$ cat src/rtl/core/hcs_pkg.sv
// ----------------------------------------------------------------------------
// hcs_pkg
// Shared constants, types and control structs of the hamiltonian cycle search.
// ----------------------------------------------------------------------------
package hcs_pkg;

  localparam int MAX_VERTICES = 8;
  // vertices usable by the search (edge rows are 8 bits wide)
  localparam int N_LIM        = (MAX_VERTICES < 8) ? MAX_VERTICES : 8;
  localparam int ROW_W        = 8;
  localparam int VTX_W        = 3;
  localparam int CNT_W        = 4;
  localparam int ROW_IDX_W    = (MAX_VERTICES > 1) ? $clog2(MAX_VERTICES) : 1;
  localparam int LOAD_W       = $clog2(MAX_VERTICES + 1);
  localparam int CFG_IDX_W    = 1;
  localparam int CFG_DATA_W   = 4;

  typedef enum logic [CFG_IDX_W-1:0] {
    CFG_VERTEX_COUNT   = 1'b0,
    CFG_REQUIRE_RETURN = 1'b1
  } cfg_reg_t;

  typedef enum logic [2:0] {
    ST_IDLE,
    ST_SCAN,
    ST_BACK,
    ST_EMIT,
    ST_FAIL
  } state_t;

  typedef struct packed {
    logic row_ready;
    logic advance;
    logic take;
    logic back;
    logic restore;
    logic emit_path;
    logic emit_fail;
  } cmd_t;

  typedef struct packed {
    logic row_valid;
    logic row_last;
    logic cand_any;
    logic last_level;
    logic ret_ok;
    logic level_one;
    logic out_free;
    logic emit_done;
  } stat_t;

endpackage

$ cat src/rtl/core/hcs_row_if.sv
// ----------------------------------------------------------------------------
// hcs_row_if
// Adjacency row channel: one row of the graph per item.
// ----------------------------------------------------------------------------
interface hcs_row_if;
  logic                          valid;
  logic                          ready;
  logic [hcs_pkg::ROW_W-1:0]     row_bits;
  logic                          last_row;

  modport source (output valid, output row_bits, output last_row, input ready);
  modport sink   (input valid, input row_bits, input last_row, output ready);
endinterface

$ cat src/rtl/core/hcs_res_if.sv
// ----------------------------------------------------------------------------
// hcs_res_if
// Result channel: one path vertex, or one not-found marker, per item.
// ----------------------------------------------------------------------------
interface hcs_res_if;
  logic                          valid;
  logic                          ready;
  logic                          found;
  logic [hcs_pkg::VTX_W-1:0]     position;
  logic [hcs_pkg::VTX_W-1:0]     vertex;
  logic                          last;

  modport source (output valid, output found, output position, output vertex,
                  output last, input ready);
  modport sink   (input valid, input found, input position, input vertex,
                  input last, output ready);
endinterface

$ cat src/rtl/core/hcs_cfg_if.sv
// ----------------------------------------------------------------------------
// hcs_cfg_if
// Configuration write channel: register index and write data.
// ----------------------------------------------------------------------------
interface hcs_cfg_if;
  logic                              valid;
  logic                              ready;
  logic [hcs_pkg::CFG_IDX_W-1:0]     index;
  logic [hcs_pkg::CFG_DATA_W-1:0]    data;

  modport source (output valid, output index, output data, input ready);
  modport sink   (input valid, input index, input data, output ready);
endinterface

$ cat src/rtl/core/hcs_datapath.sv
// ----------------------------------------------------------------------------
// hcs_datapath
// Row store, path stack, visited mask, candidate picker and result register.
// ----------------------------------------------------------------------------
module hcs_datapath (
  input  logic                clk,
  input  logic                rst,
  input  hcs_pkg::cmd_t       cmd,
  output hcs_pkg::stat_t      stat,
  hcs_row_if.sink             row_in,
  hcs_res_if.source           res_out,
  hcs_cfg_if.sink             cfg
);

  logic [hcs_pkg::ROW_W-1:0]      rows [hcs_pkg::MAX_VERTICES];
  logic [hcs_pkg::LOAD_W-1:0]     rows_loaded;
  logic [hcs_pkg::VTX_W-1:0]      stack [hcs_pkg::N_LIM];
  logic [hcs_pkg::N_LIM-1:0]      visited;
  logic [hcs_pkg::VTX_W-1:0]      level;
  logic [hcs_pkg::VTX_W-1:0]      cur_v;
  logic [hcs_pkg::VTX_W-1:0]      prev_v;
  logic [hcs_pkg::CNT_W-1:0]      n_act;
  logic [hcs_pkg::CNT_W-1:0]      vcount;
  logic                           req_ret;
  logic [hcs_pkg::VTX_W-1:0]      emit_idx;

  logic                           out_valid;
  logic                           out_found;
  logic [hcs_pkg::VTX_W-1:0]      out_pos;
  logic [hcs_pkg::VTX_W-1:0]      out_vtx;
  logic                           out_last;

  logic                           row_fire;
  logic                           row_init;
  logic [hcs_pkg::CNT_W-1:0]      n_sat;
  logic [hcs_pkg::ROW_W-1:0]      row_prev;
  logic [hcs_pkg::N_LIM-1:0]      col0;
  logic [hcs_pkg::N_LIM-1:0]      cand;
  logic [hcs_pkg::VTX_W-1:0]      cand_c;
  logic [hcs_pkg::VTX_W-1:0]      rd_addr;
  logic [hcs_pkg::VTX_W-1:0]      stack_rd;
  logic                           out_free;

  assign cfg.ready    = 1'b1;
  assign row_in.ready = cmd.row_ready;
  assign row_fire     = row_in.valid & cmd.row_ready;
  assign row_init     = row_fire & row_in.last_row;

  always_comb begin
    if (vcount < hcs_pkg::CNT_W'(2)) begin
      n_sat = hcs_pkg::CNT_W'(2);
    end else if (vcount > hcs_pkg::CNT_W'(hcs_pkg::N_LIM)) begin
      n_sat = hcs_pkg::CNT_W'(hcs_pkg::N_LIM);
    end else begin
      n_sat = vcount;
    end
  end

  assign row_prev = rows[hcs_pkg::ROW_IDX_W'(prev_v)];

  // candidates above the last one tried, below n, unvisited, adjacent to prev
  always_comb begin
    for (int j = 0; j < hcs_pkg::N_LIM; j++) begin
      col0[j] = rows[j][0];
      cand[j] = (hcs_pkg::CNT_W'(j) > hcs_pkg::CNT_W'(cur_v)) &&
                (hcs_pkg::CNT_W'(j) < n_act) && !visited[j] && row_prev[j];
    end
  end

  always_comb begin
    cand_c = '0;
    for (int j = hcs_pkg::N_LIM - 1; j >= 0; j--) begin
      if (cand[j]) begin
        cand_c = hcs_pkg::VTX_W'(j);
      end
    end
  end

  assign rd_addr  = cmd.emit_path ? emit_idx : level - hcs_pkg::VTX_W'(1);
  assign stack_rd = stack[rd_addr];
  assign out_free = !out_valid || res_out.ready;

  always_comb begin
    stat.row_valid  = row_in.valid;
    stat.row_last   = row_in.last_row;
    stat.cand_any   = |cand;
    stat.last_level = (hcs_pkg::CNT_W'(level) == n_act - hcs_pkg::CNT_W'(1));
    stat.ret_ok     = !req_ret || col0[cand_c];
    stat.level_one  = (level == hcs_pkg::VTX_W'(1));
    stat.out_free   = out_free;
    stat.emit_done  = (hcs_pkg::CNT_W'(emit_idx) == n_act - hcs_pkg::CNT_W'(1));
  end

  // control state
  always_ff @(posedge clk) begin
    if (rst) begin
      rows_loaded <= '0;
      visited     <= '0;
      level       <= '0;
      vcount      <= hcs_pkg::CNT_W'(5);
      req_ret     <= 1'b1;
      out_valid   <= 1'b0;
    end else begin
      if (cfg.valid) begin
        unique case (hcs_pkg::cfg_reg_t'(cfg.index))
          hcs_pkg::CFG_VERTEX_COUNT:   vcount  <= cfg.data[hcs_pkg::CNT_W-1:0];
          hcs_pkg::CFG_REQUIRE_RETURN: req_ret <= cfg.data[0];
        endcase
      end
      if (row_init) begin
        rows_loaded <= '0;
        visited     <= hcs_pkg::N_LIM'(1);
        level       <= hcs_pkg::VTX_W'(1);
      end else if (row_fire &&
                   rows_loaded < hcs_pkg::LOAD_W'(hcs_pkg::MAX_VERTICES)) begin
        rows_loaded <= rows_loaded + hcs_pkg::LOAD_W'(1);
      end
      if (cmd.advance) begin
        visited[cand_c] <= 1'b1;
        level           <= level + hcs_pkg::VTX_W'(1);
      end
      if (cmd.back) begin
        visited[stack_rd] <= 1'b0;
        level             <= level - hcs_pkg::VTX_W'(1);
      end
      if (cmd.emit_path || cmd.emit_fail) begin
        out_valid <= 1'b1;
      end else if (res_out.ready) begin
        out_valid <= 1'b0;
      end
    end
  end

  // payload
  always_ff @(posedge clk) begin
    if (row_fire && rows_loaded < hcs_pkg::LOAD_W'(hcs_pkg::MAX_VERTICES)) begin
      rows[rows_loaded[hcs_pkg::ROW_IDX_W-1:0]] <= row_in.row_bits;
    end
    if (row_init) begin
      stack[0] <= '0;
      prev_v   <= '0;
      cur_v    <= '0;
      n_act    <= n_sat;
      emit_idx <= '0;
    end
    if (cmd.advance) begin
      stack[level] <= cand_c;
      prev_v       <= cand_c;
      cur_v        <= '0;
    end
    if (cmd.take) begin
      stack[level] <= cand_c;
    end
    if (cmd.back) begin
      cur_v <= stack_rd;
    end
    if (cmd.restore) begin
      prev_v <= stack_rd;
    end
    if (cmd.emit_path) begin
      out_found <= 1'b1;
      out_pos   <= emit_idx;
      out_vtx   <= stack_rd;
      out_last  <= stat.emit_done;
      emit_idx  <= emit_idx + hcs_pkg::VTX_W'(1);
    end
    if (cmd.emit_fail) begin
      out_found <= 1'b0;
      out_pos   <= '0;
      out_vtx   <= '0;
      out_last  <= 1'b1;
    end
  end

  assign res_out.valid    = out_valid;
  assign res_out.found    = out_found;
  assign res_out.position = out_pos;
  assign res_out.vertex   = out_vtx;
  assign res_out.last     = out_last;

endmodule

$ cat src/rtl/core/hcs_ctrl.sv
// ----------------------------------------------------------------------------
// hcs_ctrl
// Sequencer: row loading, search steps, backtracking and result emission.
// ----------------------------------------------------------------------------
module hcs_ctrl (
  input  logic                clk,
  input  logic                rst,
  input  hcs_pkg::stat_t      stat,
  output hcs_pkg::cmd_t       cmd
);

  hcs_pkg::state_t state, state_next;

  always_ff @(posedge clk) begin
    if (rst) begin
      state <= hcs_pkg::ST_IDLE;
    end else begin
      state <= state_next;
    end
  end

  always_comb begin
    state_next = state;
    cmd        = '0;
    unique case (state)
      hcs_pkg::ST_IDLE: begin
        cmd.row_ready = 1'b1;
        if (stat.row_valid && stat.row_last) begin
          state_next = hcs_pkg::ST_SCAN;
        end
      end
      hcs_pkg::ST_SCAN: begin
        priority if (stat.cand_any && !stat.last_level) begin
          cmd.advance = 1'b1;
        end else if (stat.cand_any && stat.ret_ok) begin
          cmd.take   = 1'b1;
          state_next = hcs_pkg::ST_EMIT;
        end else if (stat.level_one) begin
          // nothing left at the first level
          state_next = hcs_pkg::ST_FAIL;
        end else begin
          cmd.back   = 1'b1;
          state_next = hcs_pkg::ST_BACK;
        end
      end
      hcs_pkg::ST_BACK: begin
        // reload the predecessor of the level we fell back to
        cmd.restore = 1'b1;
        state_next  = hcs_pkg::ST_SCAN;
      end
      hcs_pkg::ST_EMIT: begin
        if (stat.out_free) begin
          cmd.emit_path = 1'b1;
          if (stat.emit_done) begin
            state_next = hcs_pkg::ST_IDLE;
          end
        end
      end
      hcs_pkg::ST_FAIL: begin
        if (stat.out_free) begin
          cmd.emit_fail = 1'b1;
          state_next    = hcs_pkg::ST_IDLE;
        end
      end
      default: begin
        state_next = hcs_pkg::ST_IDLE;
      end
    endcase
  end

endmodule

$ cat src/rtl/core/hamiltonian_cycle_search_core.sv
// ----------------------------------------------------------------------------
// hamiltonian_cycle_search_core
// Backtracking search for a hamiltonian cycle (or path) from vertex 0.
// ----------------------------------------------------------------------------
// usage:
//   row_in takes adjacency rows, one item per row, stored in arrival order;
//   the row item with last_row set starts the search.
//   res_out then gives the path, one vertex per item in position order, with
//   last set on the final one, or a single item with found low.
//   cfg writes vertex_count (index 0) and require_return_edge (index 1);
//   write it only while no search is running.
// timing:
//   the search steps forward in ST_SCAN and back through ST_SCAN and ST_BACK,
//   as the path stack has a single read port; the search's length depends on the graph.
//   Results leave at one per cycle while res_out is ready, via an output register.
// reset:
//   clears the row count and the search state; vertex_count returns to 5 and
//   require_return_edge to 1. Stored rows are kept until overwritten.
// stall:
//   a stalled receiver holds the search in emission; no rows are taken until
//   the last result is in the output register.
// ----------------------------------------------------------------------------
module hamiltonian_cycle_search_core (
  input  logic         clk,
  input  logic         rst,
  hcs_cfg_if.sink      cfg,
  hcs_row_if.sink      row_in,
  hcs_res_if.source    res_out
);

  hcs_pkg::cmd_t  cmd;
  hcs_pkg::stat_t stat;

  hcs_ctrl u_ctrl (
    .clk  (clk),
    .rst  (rst),
    .stat (stat),
    .cmd  (cmd)
  );

  hcs_datapath u_datapath (
    .clk     (clk),
    .rst     (rst),
    .cmd     (cmd),
    .stat    (stat),
    .row_in  (row_in),
    .res_out (res_out),
    .cfg     (cfg)
  );

endmodule

$ cat src/flat_wrapper.sv
// flat-port wrapper written by rule: the top's interface ports become plain ports
module hamiltonian_cycle_search_core_flat 
  (clk, rst, cfg_valid, cfg_index, cfg_data, cfg_ready, row_in_valid, row_in_row_bits, row_in_last_row, row_in_ready, res_out_valid, res_out_found, res_out_position, res_out_vertex, res_out_last, res_out_ready);
  hcs_cfg_if cfg_i ();
  hcs_row_if row_in_i ();
  hcs_res_if res_out_i ();
  input  logic clk;
  input  logic rst;
  input wire logic [$bits(cfg_i.valid)-1:0] cfg_valid;
  input wire logic [$bits(cfg_i.index)-1:0] cfg_index;
  input wire logic [$bits(cfg_i.data)-1:0] cfg_data;
  output wire logic [$bits(cfg_i.ready)-1:0] cfg_ready;
  input wire logic [$bits(row_in_i.valid)-1:0] row_in_valid;
  input wire logic [$bits(row_in_i.row_bits)-1:0] row_in_row_bits;
  input wire logic [$bits(row_in_i.last_row)-1:0] row_in_last_row;
  output wire logic [$bits(row_in_i.ready)-1:0] row_in_ready;
  output wire logic [$bits(res_out_i.valid)-1:0] res_out_valid;
  output wire logic [$bits(res_out_i.found)-1:0] res_out_found;
  output wire logic [$bits(res_out_i.position)-1:0] res_out_position;
  output wire logic [$bits(res_out_i.vertex)-1:0] res_out_vertex;
  output wire logic [$bits(res_out_i.last)-1:0] res_out_last;
  input wire logic [$bits(res_out_i.ready)-1:0] res_out_ready;
  assign cfg_i.valid = cfg_valid;
  assign cfg_i.index = cfg_index;
  assign cfg_i.data = cfg_data;
  assign cfg_ready = cfg_i.ready;
  assign row_in_i.valid = row_in_valid;
  assign row_in_i.row_bits = row_in_row_bits;
  assign row_in_i.last_row = row_in_last_row;
  assign row_in_ready = row_in_i.ready;
  assign res_out_valid = res_out_i.valid;
  assign res_out_found = res_out_i.found;
  assign res_out_position = res_out_i.position;
  assign res_out_vertex = res_out_i.vertex;
  assign res_out_last = res_out_i.last;
  assign res_out_i.ready = res_out_ready;
  hamiltonian_cycle_search_core u_core (.clk(clk), .rst(rst), .cfg(cfg_i), .row_in(row_in_i), .res_out(res_out_i));
endmodule
$ cat config.mk
export PLATFORM = sky130hd
export DESIGN_NAME = hamiltonian_cycle_search_core_flat
export DESIGN_NICKNAME = d
export VERILOG_FILES = /design/src/rtl/core/hcs_pkg.sv /design/src/rtl/core/hcs_row_if.sv /design/src/rtl/core/hcs_res_if.sv /design/src/rtl/core/hcs_cfg_if.sv /design/src/rtl/core/hcs_datapath.sv /design/src/rtl/core/hcs_ctrl.sv /design/src/rtl/core/hamiltonian_cycle_search_core.sv /design/src/flat_wrapper.sv
export SDC_FILE = /design/constraint.sdc
export NUM_CORES = 1
export LEC_CHECK = 0
export BUFFER_PORTS_ARGS = -buffer_cell sky130_fd_sc_hd__buf_2
export CORE_MARGIN = 2
export CORE_UTILIZATION = 40
export CTS_CLUSTER_DIAMETER = 120
export DETAILED_ROUTE_END_ITERATION = 6
export GPL_ROUTABILITY_DRIVEN = 0
export GPL_TIMING_DRIVEN = 0
export HOLD_SLACK_MARGIN = 0.15
export MAX_ROUTING_LAYER = met4
export SLEW_MARGIN = 20
export SYNTH_ARGS = -nofsm -noshare
export SYNTH_HDL_FRONTEND = slang
export SYNTH_HIERARCHICAL = 1
export SYNTH_SLANG_ARGS = --single-unit
$ cat constraint.sdc
create_clock -name clk -period 4.5 [get_ports clk]
set_clock_uncertainty 0.2 [all_clocks]
set_input_delay 0.45 -clock clk [delete_from_list [all_inputs] [get_ports clk]]
set_output_delay 0.45 -clock clk [all_outputs]
set_load 0.005 [all_outputs]
==> metrics.log <==
[metrics] post-synth net total: 480
[metrics] placeable core region: 0.01509 sq mm
[metrics] Port-buffer cells: 28
[metrics] cell count after synthesis: 453
[metrics] worst-path cell with the longest stage delay: sky130_fd_sc_hd__or4_1
[metrics] syn_area_per_cell: 13.55 sq um
[metrics] number of global-route vias before repair: 3859
[metrics] via density per instance: 5.331
[metrics] number of max-cap violations: 0
[metrics] clock latency on the worst-skew pair: 0.41 ns
[metrics] Row Count: 45
[metrics] pin count of the biggest net entering global routing: 17
[metrics] non-filler instance count after layout: 719
[metrics] Pins Over Slew Limit: 0
[metrics] achievable clock frequency: 244.4 MHz
[metrics] max_slew headroom: 0.2732
[metrics] clock transition at the registers of the reported paths: 0.06 ns
[metrics] most frequent cells in the layout: sky130_fd_sc_hd__edfxtp_1, sky130_fd_sc_hd__nor2_1, sky130_fd_sc_hd__dfxtp_1
[metrics] Cells on Worst Hold Path: 2
[metrics] Total Neg Setup Slack: 0 ns
[metrics] vertical die dimension: 127.9 microns
[metrics] leading cell type in the layout, fill and taps excluded: sky130_fd_sc_hd__edfxtp_1
[metrics] sort of element at the end of the critical path: flip-flop
[metrics] maximum fanout along the worst path: 10
[metrics] share of the clock period used by the worst path: 0.9092
[metrics] series of cell instances along the critical path: buf_6 > mux2i_1 > a2111oi_1 > and3_1 > nor2_1 > or4_1 > nand4_1 > nand3_1 > nand2b_1 > a211oi_1 > clkbuf_1 > nor2b_2 > a311oi_1
[metrics] post-route minimum period: 4.091 ns
[metrics] Synth cell types: 73
[metrics] CP bufs+invs: 2
[metrics] number of enable flip-flop cells after synthesis: 101
[metrics] CP delay by family, top: simple AND/OR/NAND/NOR gates
[metrics] CP max stage delay: 0.54 ns
[metrics] Critical Path AT: 4.13 ns
[metrics] final hold violation count: 0
[metrics] Seq/Total Area, Yosys: 0.6049
[metrics] clock tree from TritonCTS: built
[metrics] CP Class: flip-flop to flip-flop
[metrics] CP Data Required Time: 4.54 ns
[metrics] worst supply voltage drop on vdd: 0.3046 mV
[metrics] GR Util All Layers: 0.1652
[metrics] Top-Level Pins: 30
[metrics] Layout area overhead: 19.03%
[metrics] 1st-pass router iterations: 4
[metrics] buffer levels on the longest clock path: 2
[metrics] # Post-CTS Setup Buffers: 0
[metrics] DRC violations left: 0
[metrics] flip-flop and latch count after synthesis: 135
[metrics] Layout fillers: 1319
[metrics] CTS Buf Count: 17
[metrics] Overflow after GRT: 0
[metrics] most used flip-flop cell after synthesis: sky130_fd_sc_hd__edfxtp_1
[metrics] WL final: 12490 microns
[metrics] starting density of the core: 0.4069
[metrics] leakage dissipation: 0.002580 uW
[metrics] run status: finished, final reports clean
[metrics] layout cells sized above 1: 0.2128
[metrics] worst reg2reg endpoint: u_core/u_datapath/visited[1]$_SDFF_PP0_
[metrics] global-route wire length before repair: 19910 microns
[metrics] DRC violation total after the first TritonRoute iteration: 287
[metrics] routed via count: 3833
[metrics] Tightest Hold Check Type: flip-flop to flip-flop
[metrics] r2r setup slk: 0.41 ns
[metrics] Sink Count: 135
[metrics] RSZ-0062 raised after global routing: false
[metrics] Synth async-reset ratio: 0
[metrics] count of placed standard cells including taps: 671
[metrics] average wire per standard cell: 17.37 microns
[metrics] critical hold path startpoint: u_core/u_datapath/res_out.found$_SDFFE_PP0P_
[metrics] CP startpoint kind: flip-flop
[metrics] count of nets left with antenna violations after detail routing: 0
[metrics] count of nets after finishing: 545
[metrics] Pwr per Cell Area: 667.3 mW/mm^2
[metrics] Least-Margin Pin Slew: 1.086 ns
[metrics] antenna diode count: 0
[metrics] Detailed Place HPWL: 8657 microns
[metrics] hold worst-path end: u_core/u_datapath/res_out.found$_SDFFE_PP0P_
[metrics] Root Driver: sky130_fd_sc_hd__clkbuf_16
[metrics] area of the mapped netlist: 0.006140 sq mm
[metrics] number of antenna violations at the first check in global routing: 0
[metrics] total of endpoints with negative setup slack in the final report: 0
[metrics] die outline area: 0.01636 sq mm
[metrics] YS warnings: 6
[metrics] Horiz. Die Dim: 127.9 microns
[metrics] level count of the clock H-tree: 4
[metrics] logic depth of the worst register-to-register path: 13
-- worst min-delay path: stages, from the launching register on --
cell and delay (ns):
sky130_fd_sc_hd__dfxtp_1 0.32, sky130_fd_sc_hd__nor2_1 0.04, sky130_fd_sc_hd__nor2_1 0.06
-- repair_timing --
action / CTS / global route
setup endpoints to repair: 0 / 6
hold endpoints to repair: 71 / 0
hold buffers: 16 / 0
resized for setup: 0 / 3
-- synth_stat cells (11+ instances only) --
master                     count  area [sq um]
sky130_fd_sc_hd__inv_1        12         45.04
sky130_fd_sc_hd__mux2i_1      19         190.2
sky130_fd_sc_hd__edfxtp_1    101          3033
sky130_fd_sc_hd__nor2_1       49         183.9
sky130_fd_sc_hd__dfxtp_1      34         680.7
sky130_fd_sc_hd__nand2_1      21         78.83
sky130_fd_sc_hd__mux4_2       12         270.3
sky130_fd_sc_hd__nand2b_1     12         75.07
sky130_fd_sc_hd__nor2b_1      13         81.33
sky130_fd_sc_hd__a211oi_1     11         82.58
-- per-stage QoR --
stage / setup slack, ns / cell area (sq um) / power [uW] / utilization / hold WS, ns
finish: 0.4087 / 7308 / 4877 / 0.4843 / 0.2585
global route: 0.05184 / 7308 / 5145 / 0.4843 / 0.3018
CTS: 0.1888 / 7301 / 4905 / 0.4838 / 0.2701
detailed placement: 0.1636 / 6540 / 3482 / 0.4334 / 0.2538
global placement: 0.2559 / 6515 / 3447 / 0.4318 / 0.2501
floorplan: 0.9940 / 6140 / 3003 / - / 0.2497
-- registers in the layout, indices dropped and copies added, names as in the netlist, 3 cells and up, named ones only --
register,flops
u_core/u_datapath/res_out.vertex,3
u_core/u_datapath/emit_idx,3
u_core/u_datapath/vcount,4
u_core/u_datapath/res_out.position,3
u_core/u_datapath/stack,24
u_core/u_datapath/prev_v,3
u_core/u_datapath/cur_v,3
u_core/u_datapath/n_act,4
u_core/u_datapath/level,3
u_core/u_datapath/visited,7
u_core/u_datapath/rows_loaded,4
u_core/u_ctrl/state,3
u_core/u_datapath/rows,64
-- worst max-delay path by stage --
stage / to / slack, ns / depth (start not counted)
final: u_core/u_datapath/visited[1]$_SDFF_PP0_ / 0.41 / 13
after global routing: u_core/u_datapath/visited[1]$_SDFF_PP0_ / 0.05 / 13
after CTS: u_core/u_datapath/visited[1]$_SDFF_PP0_ / 0.19 / 13
after detailed placement: u_core/u_datapath/visited[1]$_SDFF_PP0_ / 0.16 / 13
after global placement: u_core/u_datapath/visited[1]$_SDFF_PP0_ / 0.26 / 13
after floorplan: u_core/u_datapath/visited[1]$_SDFF_PP0_ / 0.99 / 13
-- kinds of logic (layout without fill, tap and decap cells) --
| family | Yosys count | count (layout) | synth area share |
|---|---|---|---|
| AND/OR/NAND/NOR | 144 | 144 | 0.1235 |
| flip-flops | 135 | 135 | 0.6048 |
| AO/OA/AOI/OAI | 74 | 74 | 0.09700 |
| buffers and inverters | 41 | 119 | 0.03709 |
| multiplexers | 39 | 39 | 0.1050 |
| XOR/XNOR | 11 | 11 | 0.01569 |
| adder cells (fa/ha/maj) | 8 | 8 | 0.01630 |
| other | 1 | 1 | 0.0006108 |
-- where the power goes --
group	leakage (uW)	internal [uW]	switching (uW)
clock network	0.000289	876	523
registers	0.00120	1620	101
logic	0.00109	715	1040
total	0.00258	3210	1670
-- layout make-up --
type / count / area, sq um / share of cell area
Multi-Input combinational cell: 277 / 2216 / 0.3032
Clock inverter: 14 / 171.4 / 0.02345
Timing Repair Buffer: 46 / 315.3 / 0.04314
Clock buffer: 18 / 429.2 / 0.05872
Inverter: 14 / 52.55 / 0.007191
Buffer: 27 / 175.2 / 0.02397
Sequential cell: 135 / 3714 / 0.5081
Tap cell: 188 / 235.2 / 0.03219
-- routing by layer --
layer,global-route usage,routed length [microns],up-vias
met5,-,0,-
met4,0.05301,125,0
met3,0.03548,485,10
met2,0.2708,6208,84
met1,0.2061,5669,1889
li1,-,-,1850
(Power assumes the default switching activity.)
